### src/hdl/selection_sort_max_to_end_unit_defines.svh
// Assertion macros for the selection sort unit.
// Both macros expect clk and arst_n in the scope where they are used.
`ifndef SELECTION_SORT_MAX_TO_END_UNIT_DEFINES_SVH
`define SELECTION_SORT_MAX_TO_END_UNIT_DEFINES_SVH

`ifndef ASSERT_OFF
`define SSME_ASSERT(lbl, prop, msg) \
	lbl: assert property (@(posedge clk) disable iff (!arst_n) (prop)) else $error(msg);
`define SSME_ASSERT_NEXT(lbl, ante, cons, msg) \
	lbl: assert property (@(posedge clk) disable iff (!arst_n) (ante) |=> (cons)) \
		else $error(msg);
`else
`define SSME_ASSERT(lbl, prop, msg)
`define SSME_ASSERT_NEXT(lbl, ante, cons, msg)
`endif

`endif

### src/hdl/ssme_pkg.sv
package ssme_pkg;

	localparam int MAX_ITEMS = 64;
	localparam int WORD_W    = 32;
	localparam int ADDR_W    = $clog2(MAX_ITEMS);
	localparam int CNT_W     = $clog2(MAX_ITEMS + 1);

	typedef enum logic [5:0] {
		ST_IDLE    = 6'b000001,
		ST_SCAN    = 6'b000010,
		ST_SWAP_A  = 6'b000100,
		ST_SWAP_B  = 6'b001000,
		ST_EMIT_RD = 6'b010000,
		ST_EMIT_LD = 6'b100000
	} state_t;

	typedef struct packed {
		logic              vld;
		logic              first;
		logic [ADDR_W-1:0] idx;
	} scan_ctl_t;

endpackage

### src/hdl/selection_sort_max_to_end_unit.sv
// Selection sort unit for sets of signed 32-bit words.
// The item channel (item_valid, item_stall, value, last) takes one word per
// transfer; last closes the set. Up to 64 words are kept, and further words
// of the same set are dropped and reported through overflow on every result.
// While collecting, a word is taken every cycle. After the closing transfer
// the item channel stalls until sorting and readout are complete.
// Sorting a set of n words runs passes over a shrinking prefix of the store;
// each pass moves the prefix maximum to the prefix end. Every compare
// needs one read of the store feeding the shared compare unit.
// The result channel (result_valid, result_stall, sorted_value, end_of_set,
// overflow) then gives the words in ascending order, each one read from
// the store and then loaded for output; end_of_set marks the final word.
// A stall on the result channel holds the current result and pauses readout.
// The last result may wait in the output register while the next set is
// collected. Reset clears the set count, the overflow flag and the output
// valid; the store itself is not cleared.
`include "selection_sort_max_to_end_unit_defines.svh"

module selection_sort_max_to_end_unit (
	input  logic                                 clk,
	input  logic                                 arst_n,
	input  logic                                 item_valid,
	output logic                                 item_stall,
	input  logic signed [ssme_pkg::WORD_W-1:0]   value,
	input  logic                                 last,
	output logic                                 result_valid,
	input  logic                                 result_stall,
	output logic signed [ssme_pkg::WORD_W-1:0]   sorted_value,
	output logic                                 end_of_set,
	output logic                                 overflow
);

	ssme_pkg::state_t state_q, state_d;

	logic [ssme_pkg::CNT_W-1:0] count_q;
	logic                       ovf_q;
	logic [ssme_pkg::CNT_W-1:0] set_len_q;
	logic                       set_ovf_q;
	logic [ssme_pkg::CNT_W-1:0] span_q;
	logic [ssme_pkg::CNT_W-1:0] rd_idx_q;
	logic                       res_valid_q;

	logic                       rd_vld_s1;
	logic                       rd_first_s1;
	logic [ssme_pkg::ADDR_W-1:0] rd_idx_s1;

	logic signed [ssme_pkg::WORD_W-1:0] store_q [ssme_pkg::MAX_ITEMS];
	logic signed [ssme_pkg::WORD_W-1:0] rd_data_q;
	logic signed [ssme_pkg::WORD_W-1:0] tail_q;
	logic signed [ssme_pkg::WORD_W-1:0] sorted_value_q;
	logic                               end_q;
	logic                               ovf_out_q;

	logic                                item_acc;
	logic                                store_full;
	logic [ssme_pkg::CNT_W-1:0]          new_len;
	logic [ssme_pkg::CNT_W-1:0]          span_m1;
	logic                                scan_issue;
	logic                                scan_last;
	logic                                out_free;
	logic                                emit_load;
	logic                                emit_last;
	logic                                wr_en;
	logic [ssme_pkg::ADDR_W-1:0]         wr_addr;
	logic signed [ssme_pkg::WORD_W-1:0]  wr_data;
	logic [ssme_pkg::ADDR_W-1:0]         rd_addr;
	ssme_pkg::scan_ctl_t                 scan_ctl;
	logic signed [ssme_pkg::WORD_W-1:0]  best_val;
	logic [ssme_pkg::ADDR_W-1:0]         best_pos;

	assign item_stall = (state_q != ssme_pkg::ST_IDLE);
	assign item_acc   = item_valid && !item_stall;
	assign store_full = (count_q == ssme_pkg::CNT_W'(ssme_pkg::MAX_ITEMS));
	assign new_len    = store_full ? count_q : count_q + 1'b1;
	assign span_m1    = span_q - 1'b1;
	assign scan_issue = (state_q == ssme_pkg::ST_SCAN) && (rd_idx_q != span_q);
	assign scan_last  = rd_vld_s1 && (ssme_pkg::CNT_W'(rd_idx_s1) == span_m1);
	assign out_free   = !res_valid_q || !result_stall;
	assign emit_load  = (state_q == ssme_pkg::ST_EMIT_LD) && out_free;
	assign emit_last  = (rd_idx_q == set_len_q - 1'b1);
	assign rd_addr    = rd_idx_q[ssme_pkg::ADDR_W-1:0];

	assign scan_ctl.vld   = rd_vld_s1;
	assign scan_ctl.first = rd_first_s1;
	assign scan_ctl.idx   = rd_idx_s1;

	ssme_max_scan u_scan (
		.clk      (clk),
		.ctl      (scan_ctl),
		.data     (rd_data_q),
		.best_val (best_val),
		.best_pos (best_pos)
	);

	always_comb begin
		wr_en   = 1'b0;
		wr_addr = count_q[ssme_pkg::ADDR_W-1:0];
		wr_data = value;
		unique case (state_q)
			ssme_pkg::ST_IDLE: begin
				wr_en = item_acc && !store_full;
			end
			ssme_pkg::ST_SWAP_A: begin
				wr_en   = 1'b1;
				wr_addr = best_pos;
				wr_data = tail_q;
			end
			ssme_pkg::ST_SWAP_B: begin
				wr_en   = 1'b1;
				wr_addr = span_m1[ssme_pkg::ADDR_W-1:0];
				wr_data = best_val;
			end
			default: begin
				wr_en = 1'b0;
			end
		endcase
	end

	always_ff @(posedge clk) begin
		if (wr_en) begin
			store_q[wr_addr] <= wr_data;
		end
		rd_data_q <= store_q[rd_addr];
	end

	always_comb begin
		state_d = state_q;
		unique case (state_q)
			ssme_pkg::ST_IDLE: begin
				if (item_acc && last) begin
					state_d = (new_len > ssme_pkg::CNT_W'(1)) ? ssme_pkg::ST_SCAN
					                                          : ssme_pkg::ST_EMIT_RD;
				end
			end
			ssme_pkg::ST_SCAN: begin
				if (scan_last) begin
					state_d = ssme_pkg::ST_SWAP_A;
				end
			end
			ssme_pkg::ST_SWAP_A: begin
				state_d = ssme_pkg::ST_SWAP_B;
			end
			ssme_pkg::ST_SWAP_B: begin
				state_d = (span_m1 == ssme_pkg::CNT_W'(1)) ? ssme_pkg::ST_EMIT_RD
				                                           : ssme_pkg::ST_SCAN;
			end
			ssme_pkg::ST_EMIT_RD: begin
				state_d = ssme_pkg::ST_EMIT_LD;
			end
			ssme_pkg::ST_EMIT_LD: begin
				if (out_free) begin
					state_d = emit_last ? ssme_pkg::ST_IDLE : ssme_pkg::ST_EMIT_RD;
				end
			end
			default: begin
				state_d = ssme_pkg::ST_IDLE;
			end
		endcase
	end

	always_ff @(posedge clk or negedge arst_n) begin
		if (!arst_n) begin
			state_q     <= ssme_pkg::ST_IDLE;
			count_q     <= '0;
			ovf_q       <= 1'b0;
			set_len_q   <= '0;
			set_ovf_q   <= 1'b0;
			span_q      <= '0;
			rd_idx_q    <= '0;
			rd_vld_s1   <= 1'b0;
			res_valid_q <= 1'b0;
		end else begin
			state_q   <= state_d;
			rd_vld_s1 <= scan_issue;
			if (item_acc) begin
				if (last) begin
					count_q   <= '0;
					ovf_q     <= 1'b0;
					set_len_q <= new_len;
					set_ovf_q <= ovf_q || store_full;
					span_q    <= new_len;
					rd_idx_q  <= '0;
				end else if (store_full) begin
					ovf_q <= 1'b1;
				end else begin
					count_q <= count_q + 1'b1;
				end
			end
			if (scan_issue) begin
				rd_idx_q <= rd_idx_q + 1'b1;
			end
			if (state_q == ssme_pkg::ST_SWAP_B) begin
				span_q   <= span_m1;
				rd_idx_q <= '0;
			end
			if (emit_load) begin
				rd_idx_q <= rd_idx_q + 1'b1;
			end
			if (emit_load) begin
				res_valid_q <= 1'b1;
			end else if (!result_stall) begin
				res_valid_q <= 1'b0;
			end
		end
	end

	always_ff @(posedge clk) begin
		rd_first_s1 <= (rd_idx_q == '0);
		rd_idx_s1   <= rd_idx_q[ssme_pkg::ADDR_W-1:0];
		if (scan_last) begin
			tail_q <= rd_data_q;
		end
		if (emit_load) begin
			sorted_value_q <= rd_data_q;
			end_q          <= emit_last;
			ovf_out_q      <= set_ovf_q;
		end
	end

	assign result_valid = res_valid_q;
	assign sorted_value = sorted_value_q;
	assign end_of_set   = end_q;
	assign overflow     = ovf_out_q;

	`SSME_ASSERT(a_count_bound, count_q <= ssme_pkg::CNT_W'(ssme_pkg::MAX_ITEMS), "count beyond capacity")
	`SSME_ASSERT(a_scan_span, (state_q != ssme_pkg::ST_SCAN) || ((span_q > ssme_pkg::CNT_W'(1)) && (span_q <= set_len_q)), "scan span out of range")
	`SSME_ASSERT_NEXT(a_span_step, state_q == ssme_pkg::ST_SWAP_B, span_q == $past(span_q) - 1'b1, "span did not shrink after swap")
	`SSME_ASSERT_NEXT(a_end_idle, emit_load && emit_last, (state_q == ssme_pkg::ST_IDLE) && result_valid && end_of_set, "set end not followed by idle")

endmodule

### src/hdl/ssme_max_scan.sv
// Running maximum over a stream of words; ties keep the earlier position.
module ssme_max_scan (
	input  logic                                 clk,
	input  ssme_pkg::scan_ctl_t                  ctl,
	input  logic signed [ssme_pkg::WORD_W-1:0]   data,
	output logic signed [ssme_pkg::WORD_W-1:0]   best_val,
	output logic        [ssme_pkg::ADDR_W-1:0]   best_pos
);

	logic signed [ssme_pkg::WORD_W-1:0] best_val_q;
	logic        [ssme_pkg::ADDR_W-1:0] best_pos_q;

	always_ff @(posedge clk) begin
		if (ctl.vld && (ctl.first || (data > best_val_q))) begin
			best_val_q <= data;
			best_pos_q <= ctl.idx;
		end
	end

	assign best_val = best_val_q;
	assign best_pos = best_pos_q;

endmodule
### config.mk
export PLATFORM = sky130hd
export DESIGN_NAME = selection_sort_max_to_end_unit
export DESIGN_NICKNAME = d
export VERILOG_FILES = /design/src/hdl/ssme_pkg.sv /design/src/hdl/selection_sort_max_to_end_unit.sv /design/src/hdl/ssme_max_scan.sv
export VERILOG_INCLUDE_DIRS = /design/src /design/src/hdl
export SDC_FILE = /design/constraint.sdc
export NUM_CORES = 2
export LEC_CHECK = 0
export ABC_CLOCK_PERIOD_IN_PS = 11700
export BUFFER_PORTS_ARGS = -buffer_cell sky130_fd_sc_hd__buf_2
export CELL_PAD_IN_SITES_DETAIL_PLACEMENT = 0
export CELL_PAD_IN_SITES_GLOBAL_PLACEMENT = 1
export CORE_UTILIZATION = 55
export CTS_BUF_LIST = sky130_fd_sc_hd__clkbuf_16
export DETAILED_ROUTE_END_ITERATION = 10
export PLACE_DENSITY = 0.8
export SYNTH_ARGS = -nofsm -noshare
export SYNTH_HDL_FRONTEND = slang
export SYNTH_SLANG_ARGS = --single-unit
### constraint.sdc
create_clock -name clk -period 11.7 [get_ports clk]
set_input_delay 1.17 -clock clk [delete_from_list [all_inputs] [get_ports clk]]
set_output_delay 1.17 -clock clk [all_outputs]
set_load 0.05 [all_outputs]
# Word-level counts from Yosys, hierarchy flattened
# Memories as Yosys holds them, arrays and structs flattened. A register that Yosys moved wholly into a read port is not among the register bits.
# Index checks and enable logic that the tools add are counted.
# totals
out_inout_bits	36
inputBits	37
wordCells	92
memories	1
mem_bits_rw	2048
reg_bits	149
# memory_table
name	depth	width	rd	rd_ports_with_merged_regs	wr	line	rtl
store_q	64	32	1	1	1	selection_sort_max_to_end_unit.sv:47	logic signed [ssme_pkg::WORD_W-1:0] store_q [ssme_pkg::MAX_ITEMS];
# op_classes
addsub	4
n_eq_ne	16
n_mux	26
order_cmp	2
reduce_logical	26
# ops
operator	count
7-bit 2-to-1 mux	10
32-bit case mux with 2 select lines	1
6-bit case mux with 6 select lines	1
32-bit > comparator	1
6-bit 2-to-1 mux	3
5-bit 2-to-1 mux	3
7-bit by 1-bit adder with 7-bit output (second input constant)	2
7-bit by 1-bit subtractor with 7-bit output (second input constant)	2
6-bit case mux with 2 select lines	1
2-bit AND reduction	4
4-bit nonzero test	2
6-bit by 7-bit == test with 1-bit output	1
7-bit by 1-bit == test with 1-bit output (second input constant)	1
7-bit == test	1
7-bit == test (second input constant)	1
7-bit by 1-bit > comparator with 1-bit output (second input constant)	1
1-bit logical AND	7
7-bit zero test	1
7-bit inequality test	1
6-bit by 1-bit == test with 1-bit output (second input constant)	1
6-bit by 2-bit == test with 1-bit output (second input constant)	1
6-bit by 3-bit == test with 1-bit output (second input constant)	1
6-bit by 4-bit == test with 1-bit output (second input constant)	1
6-bit by 5-bit == test with 1-bit output (second input constant)	1
other kinds (11)	25

# Logic depth before layout (Yosys ltp)
# logic_depth
depth_word	7
ltp_mapped	9
mapped_depth_nobuf	8

# By module
# From an unflattened synthesis, not the netlist that was laid out.
# unflattened
hier_cells	3739
area_unflattened_um2	85617.1
# modules_own_cells
module	seq_area_each_um2	area_per_inst_um2	n_inst	cells_per_inst
selection_sort_max_to_end_unit	65213.8	83629.0	1	3587
ssme_max_scan	1141.1	1988.2	1	152

# Least setup slack after synthesis
# Ideal clock, no wire load.
# synth_path
path_kind	reg-to-reg
from	register span_q[1] in the netlist's numbering
to	register tail_q[0] in the netlist's numbering, enable pin
t_arrival_ps	4000
path_stages_with_launch	8
n_path_buf	1
period_less_slack_ps	4461
t_required_ps	11239
path_slack_ps	7239
setup_time_ps	461
cell_sequence	dfrtp_1 > clkbuf_1 > inv_1 > ha_1 > xor2_1 > xor2_1 > or4_1 > nor3_1
# synth_between
elab_chain_len	3
# synth_rtl
item	line	rtl
start: declaration	selection_sort_max_to_end_unit.sv:39	logic [ssme_pkg::CNT_W-1:0] span_q;
start signal: assignment	selection_sort_max_to_end_unit.sv:181	span_q <= new_len;
start signal: assignment	selection_sort_max_to_end_unit.sv:193	span_q <= span_m1;
7-bit by 1-bit subtractor with 7-bit output	selection_sort_max_to_end_unit.sv:75	assign span_m1 = span_q - 1'b1;
6-bit by 7-bit == test with 1-bit output	selection_sort_max_to_end_unit.sv:77	assign scan_last = rd_vld_s1 && (ssme_pkg::CNT_W'(rd_idx_s1) == span_m1);
1-bit logical AND	selection_sort_max_to_end_unit.sv:77	
net scan_last	selection_sort_max_to_end_unit.sv:59	logic scan_last;
end signal: assignment	selection_sort_max_to_end_unit.sv:211	tail_q <= rd_data_q;
end: declaration	selection_sort_max_to_end_unit.sv:49	logic signed [ssme_pkg::WORD_W-1:0] tail_q;
# The timed path passes the listed nets, and every way through them passes these cells.
# A chain may end at the register's enable or synchronous reset.

# Worst setup path in the final report
# layout_path
from	register state_q[0]
to	memory store_q[5][16] in the netlist's numbering, enable pin
# layout_between
elab_chain_len	7
word_cells_on_any_way	12
cone_classes	eq/ne (4); mux (4); reduce/logical (4)
# layout_rtl
item	line	rtl
start: declaration	selection_sort_max_to_end_unit.sv:33	ssme_pkg::state_t state_q, state_d;
start signal: assignment	selection_sort_max_to_end_unit.sv:163	state_q <= ssme_pkg::ST_IDLE;
start signal: assignment	selection_sort_max_to_end_unit.sv:173	state_q <= state_d;
6-bit by 1-bit inequality test with 1-bit output	selection_sort_max_to_end_unit.sv:71	assign item_stall = (state_q != ssme_pkg::ST_IDLE);
1-bit zero test	selection_sort_max_to_end_unit.sv:72	assign item_acc = item_valid && !item_stall;
1-bit logical AND	selection_sort_max_to_end_unit.sv:72	
1-bit logical AND	selection_sort_max_to_end_unit.sv:101	wr_en = item_acc && !store_full;
1-bit case mux with 2 select lines	selection_sort_max_to_end_unit.sv:99	unique case (state_q)
1-bit 2-to-1 mux	selection_sort_max_to_end_unit.sv:120	if (wr_en) begin
1-bit 2-to-1 mux (implied by the code)	selection_sort_max_to_end_unit.sv:121	store_q[wr_addr] <= wr_data;
end: declaration	selection_sort_max_to_end_unit.sv:47	
# Parallel ways exist; a longest one is shown, timed or not.

==> impl_metrics.toml <==
[power]
p_leak_nw = 29.70
p_int_mw = 14.76
vdd.ir_drop.worst_uv = 167.0
netSwitchingPower_mw = 5.304
netSwitchingFraction_pct = 26.44
power.share.clock_pct = 32.8
combinational_power_share_pct = 19.7
sequential_power_share_pct = 47.5
pwr_density_cell_nw_per_um2 = 209.7
report.power.total_mw = 20.06

[synth]
syn-cell-area_um2 = 85530
synth_cells = 3708
synth_nets = 3784
ys_types = 63
ys.warnings.count = 0
syn_area_per_cell_um2 = 23.07
seq_area_frac_synth_pct = 77.58
synth-async-reset-ratio_pct = 1.705
ys_ff_latch = 2229
synth_edf_count = 2152
synth-main-ff-cell = "sky130_fd_sc_hd__edfxtp_1"

[detailed_routing]
uppermost_metal_layer_occupied_by_signal_nets = "met5"
vias = 39860
routedWlPerCell_um = 32.58
initial_drc_count = 5493
via_per_inst = 6.514
remaining_drc_errors = 56
route.final.wire_length_um = 199400
met3RoutedLength_um = 19410
detail_route.wirelength.met1_um = 77090
wl_met2_um = 97880
drt.antenna.violating_nets = 0
drt_pre_antenna_iters = 8

[layout]
finish.instance_area_um2 = 95670
post_route_cells_drive_above_1_share_pct = 29.67
flow.area_growth_from_synthesis_pct = 11.85
layout.core_utilization_pct = 62.03
final_cells = 6120
num-fill-cells = 10130
leading_cell_type_in_the_layout_fill_and_taps_excluded = "sky130_fd_sc_hd__edfxtp_1"
layout.cells.most_common_list = "sky130_fd_sc_hd__edfxtp_1, sky130_fd_sc_hd__mux4_2, sky130_fd_sc_hd__clkbuf_16"
finalNetCount = 3973

[die]
overall_die_width_um = 396.4
start_util_pct = 55.46
die_area_um2 = 157100
floorplan.io_pins = 73
placeableCoreArea_um2 = 154200
dieHeight_um = 396.4
num_rows = 144

[placed_design]
detailed_place.area_um2 = 89020
io_buffer_count = 72
detailed_place_hpwl_um = 105100
dp.cells = 5731
place_congestion = 0.8109
place_ws_ps = 6996

[run]
maxCapViolCount = 0

[critical_path]
setup.worst_path.end_class = "flip-flop"
timing.critical_path.arrival_ps = 5270
rr_startpoint = "state_q[0]"
worst_setup_path_start_kind = "flip-flop"
startpoint = "state_q[0]"
path_class = "reg -> reg"
crit_path_max_fanout = 40
crit_path_end = "store_q[5][16]"
worstRegToRegCells = 6
setup.reg_to_reg.worst_slack_ps = 6870
worst_r2r_endpoint = "store_q[5][16]"
worst-endpoint-required_ps = 12140

[clock_tree]
postCtsSetupBuffers = 0
cts_made_buffers = 208
tritoncts = "done"
cts.path.max_buffers = 3
clock_insertion_delay_worst_skew_ps = 850
postCtsHoldBufs = 0
cts_root_buf = "sky130_fd_sc_hd__clkbuf_16"
htree_num_levels = 4
clock_slew_at_the_register_clock_pins_of_the_worst_setup_and_hold_paths_ps = 60
clock_sinks = 2229
post_cts_resize_count = 0

[global_route]
grt_antenna_before_repair = 10
grt_pass1_vias = 40160
grt_first_pass_wirelength_um = 285800
globalRouteTotalUtil_pct = 25.72
grt_start_max_net_pins = 136
grt_overflow_total = 0

[timing]
fmax_ghz = 0.2069
drv_slew = 0
final_worst_slack_ps = 6867
min_period_over_period_pct = 41.30
clock-skew-final_ps = 34.00
setup_violations = 0
final.hold.worst_slack_ps = 453.4
unrepaired_setup_endpoints_after_global_routing = "false"
max_slew.worst_pin.slew_ps = 1428
slew_margin_rel_pct = 4.787
timing_hold_violations_final = 0
period_needed_ps = 4833
timing.setup.tns_ps = 0

[hold_path]
hp-class = "reg -> reg"

[status]
run_status = "complete, but fails checks"
violations = "DRC"
-- cells by family after synthesis --
kind of cell | after synthesis | share of synthesized area (%)
AOI/OAI and AO/OA | 200 | 1.660
adders and majority gates | 39 | 0.5705
DFF | 2229 | 77.58
and+or+nand+nor | 326 | 1.682
muxes | 641 | 16.86
xor gates and xnor gates | 39 | 0.4315
buffers and inverters | 234 | 1.214
-- sequential cells by signal (all words and copies together), names as in the netlist, 6 cells and up --
| name | count |
|---|---|
| sorted_value | 32 |
| rd_idx_s1 | 6 |
| rd_idx_q | 7 |
| count_q | 7 |
| set_len_q | 7 |
| tail_q | 32 |
| u_scan.best_pos | 6 |
| store_q | 2048 |
| state_q | 6 |
| span_q | 7 |
| u_scan.best_val | 32 |
| rd_data_q | 32 |
-- how the worst min path moves through the flow --
| stage | cells past startpoint | startpoint | endpoint | slack (ps) |
|---|---|---|---|---|
| 2_1_floorplan | 0 | rd_idx_q[3] | rd_idx_s1[3] | 340 |
| 3_3_place_gp | 0 | rd_idx_s1[2] | u_scan.best_pos[2] | 440 |
| 3_5_place_dp | 0 | rd_idx_s1[2] | u_scan.best_pos[2] | 430 |
| 4_1_cts | 0 | rd_idx_s1[2] | u_scan.best_pos[2] | 450 |
| 5_1_grt | 0 | rd_idx_s1[2] | u_scan.best_pos[2] | 470 |
| 6_report | 0 | rd_idx_s1[2] | u_scan.best_pos[2] | 450 |
-- cell type report --
| type | instances | area, µm² | area share (%) |
|---|---|---|---|
| Sequential cell | 2229 | 66370 | 69.37 |
| Multi-Input combinational cell | 1245 | 18770 | 19.62 |
| Clock buffer | 212 | 5305 | 5.545 |
| Tap cell | 2044 | 2557 | 2.673 |
| Clock inverter | 176 | 1345 | 1.406 |
| Timing Repair Buffer | 165 | 1146 | 1.198 |
| Inverter | 48 | 180.2 | 0.1883 |
| Antenna cell | 1 | 2.502 | 0.002616 |
-- cell usage after synthesis (3+ instances only) --
master                      instances  share of area (%)
sky130_fd_sc_hd__a21o_1             6              0.053
sky130_fd_sc_hd__a21oi_1           25               0.15
sky130_fd_sc_hd__a221o_1            4              0.047
sky130_fd_sc_hd__a221oi_1           5              0.051
sky130_fd_sc_hd__a22oi_1           98               0.86
sky130_fd_sc_hd__a31oi_1            4              0.029
sky130_fd_sc_hd__a32oi_1            3              0.031
sky130_fd_sc_hd__and2_1             5              0.037
sky130_fd_sc_hd__and3_1             3              0.022
sky130_fd_sc_hd__buf_1             25               0.11
sky130_fd_sc_hd__buf_2             50               0.29
sky130_fd_sc_hd__buf_4              8              0.070
sky130_fd_sc_hd__buf_6              9               0.12
sky130_fd_sc_hd__clkbuf_1          94               0.41
sky130_fd_sc_hd__dfrtp_1           37                1.1
sky130_fd_sc_hd__dfxtp_1           39               0.91
sky130_fd_sc_hd__edfxtp_1        2152                 76
sky130_fd_sc_hd__ha_1              39               0.57
sky130_fd_sc_hd__inv_1             48               0.21
sky130_fd_sc_hd__mux4_2           640                 17
sky130_fd_sc_hd__nand2_1          147               0.65
sky130_fd_sc_hd__nand2b_1           4              0.029
sky130_fd_sc_hd__nand3_1           11              0.064
sky130_fd_sc_hd__nand4_1            9              0.066
sky130_fd_sc_hd__nor2_1           102               0.45
sky130_fd_sc_hd__nor2b_1            9              0.066
sky130_fd_sc_hd__nor3_1            12              0.070
sky130_fd_sc_hd__o2111ai_1          3              0.031
sky130_fd_sc_hd__o21a_1             4              0.035
sky130_fd_sc_hd__o21ai_0           23               0.13
sky130_fd_sc_hd__o21ai_1            3              0.018
sky130_fd_sc_hd__o31ai_1            7              0.061
sky130_fd_sc_hd__or2_2              3              0.022
sky130_fd_sc_hd__or3_1              6              0.044
sky130_fd_sc_hd__xnor2_1           18               0.18
sky130_fd_sc_hd__xor2_1            19               0.19
-- layer usage --
metal	vias to the layer above	global-route usage [%]
met2	2120	40.97
met4	2	7.260
met1	21320	36.41
met3	296	5.572
met5	-	0
li1	16120	-
-- power groups by stage --
| stage | clock (mW) | combinational (mW) | sequential, mW |
|---|---|---|---|
| final | 6.58 | 3.96 | 9.52 |
| after CTS | 6.65 | 3.99 | 9.51 |
| after global placement | 0 | 3.93 | 9.67 |
| after detailed placement | 0 | 3.97 | 9.68 |
| after floorplan | 0 | 2.97 | 9.50 |
| after global routing | 6.94 | 4.20 | 9.54 |
-- worst max-delay path: stages, from the launching register on --
cell and delay [ps]:
sky130_fd_sc_hd__dfstp_2 590, sky130_fd_sc_hd__or3b_1 300, sky130_fd_sc_hd__a2bb2oi_4 890, sky130_fd_sc_hd__a221o_1 420, sky130_fd_sc_hd__a21boi_1 470, sky130_fd_sc_hd__nand2_1 610
sky130_fd_sc_hd__nor2_4 1130
Note: power is estimated with default switching activity, not from simulation.
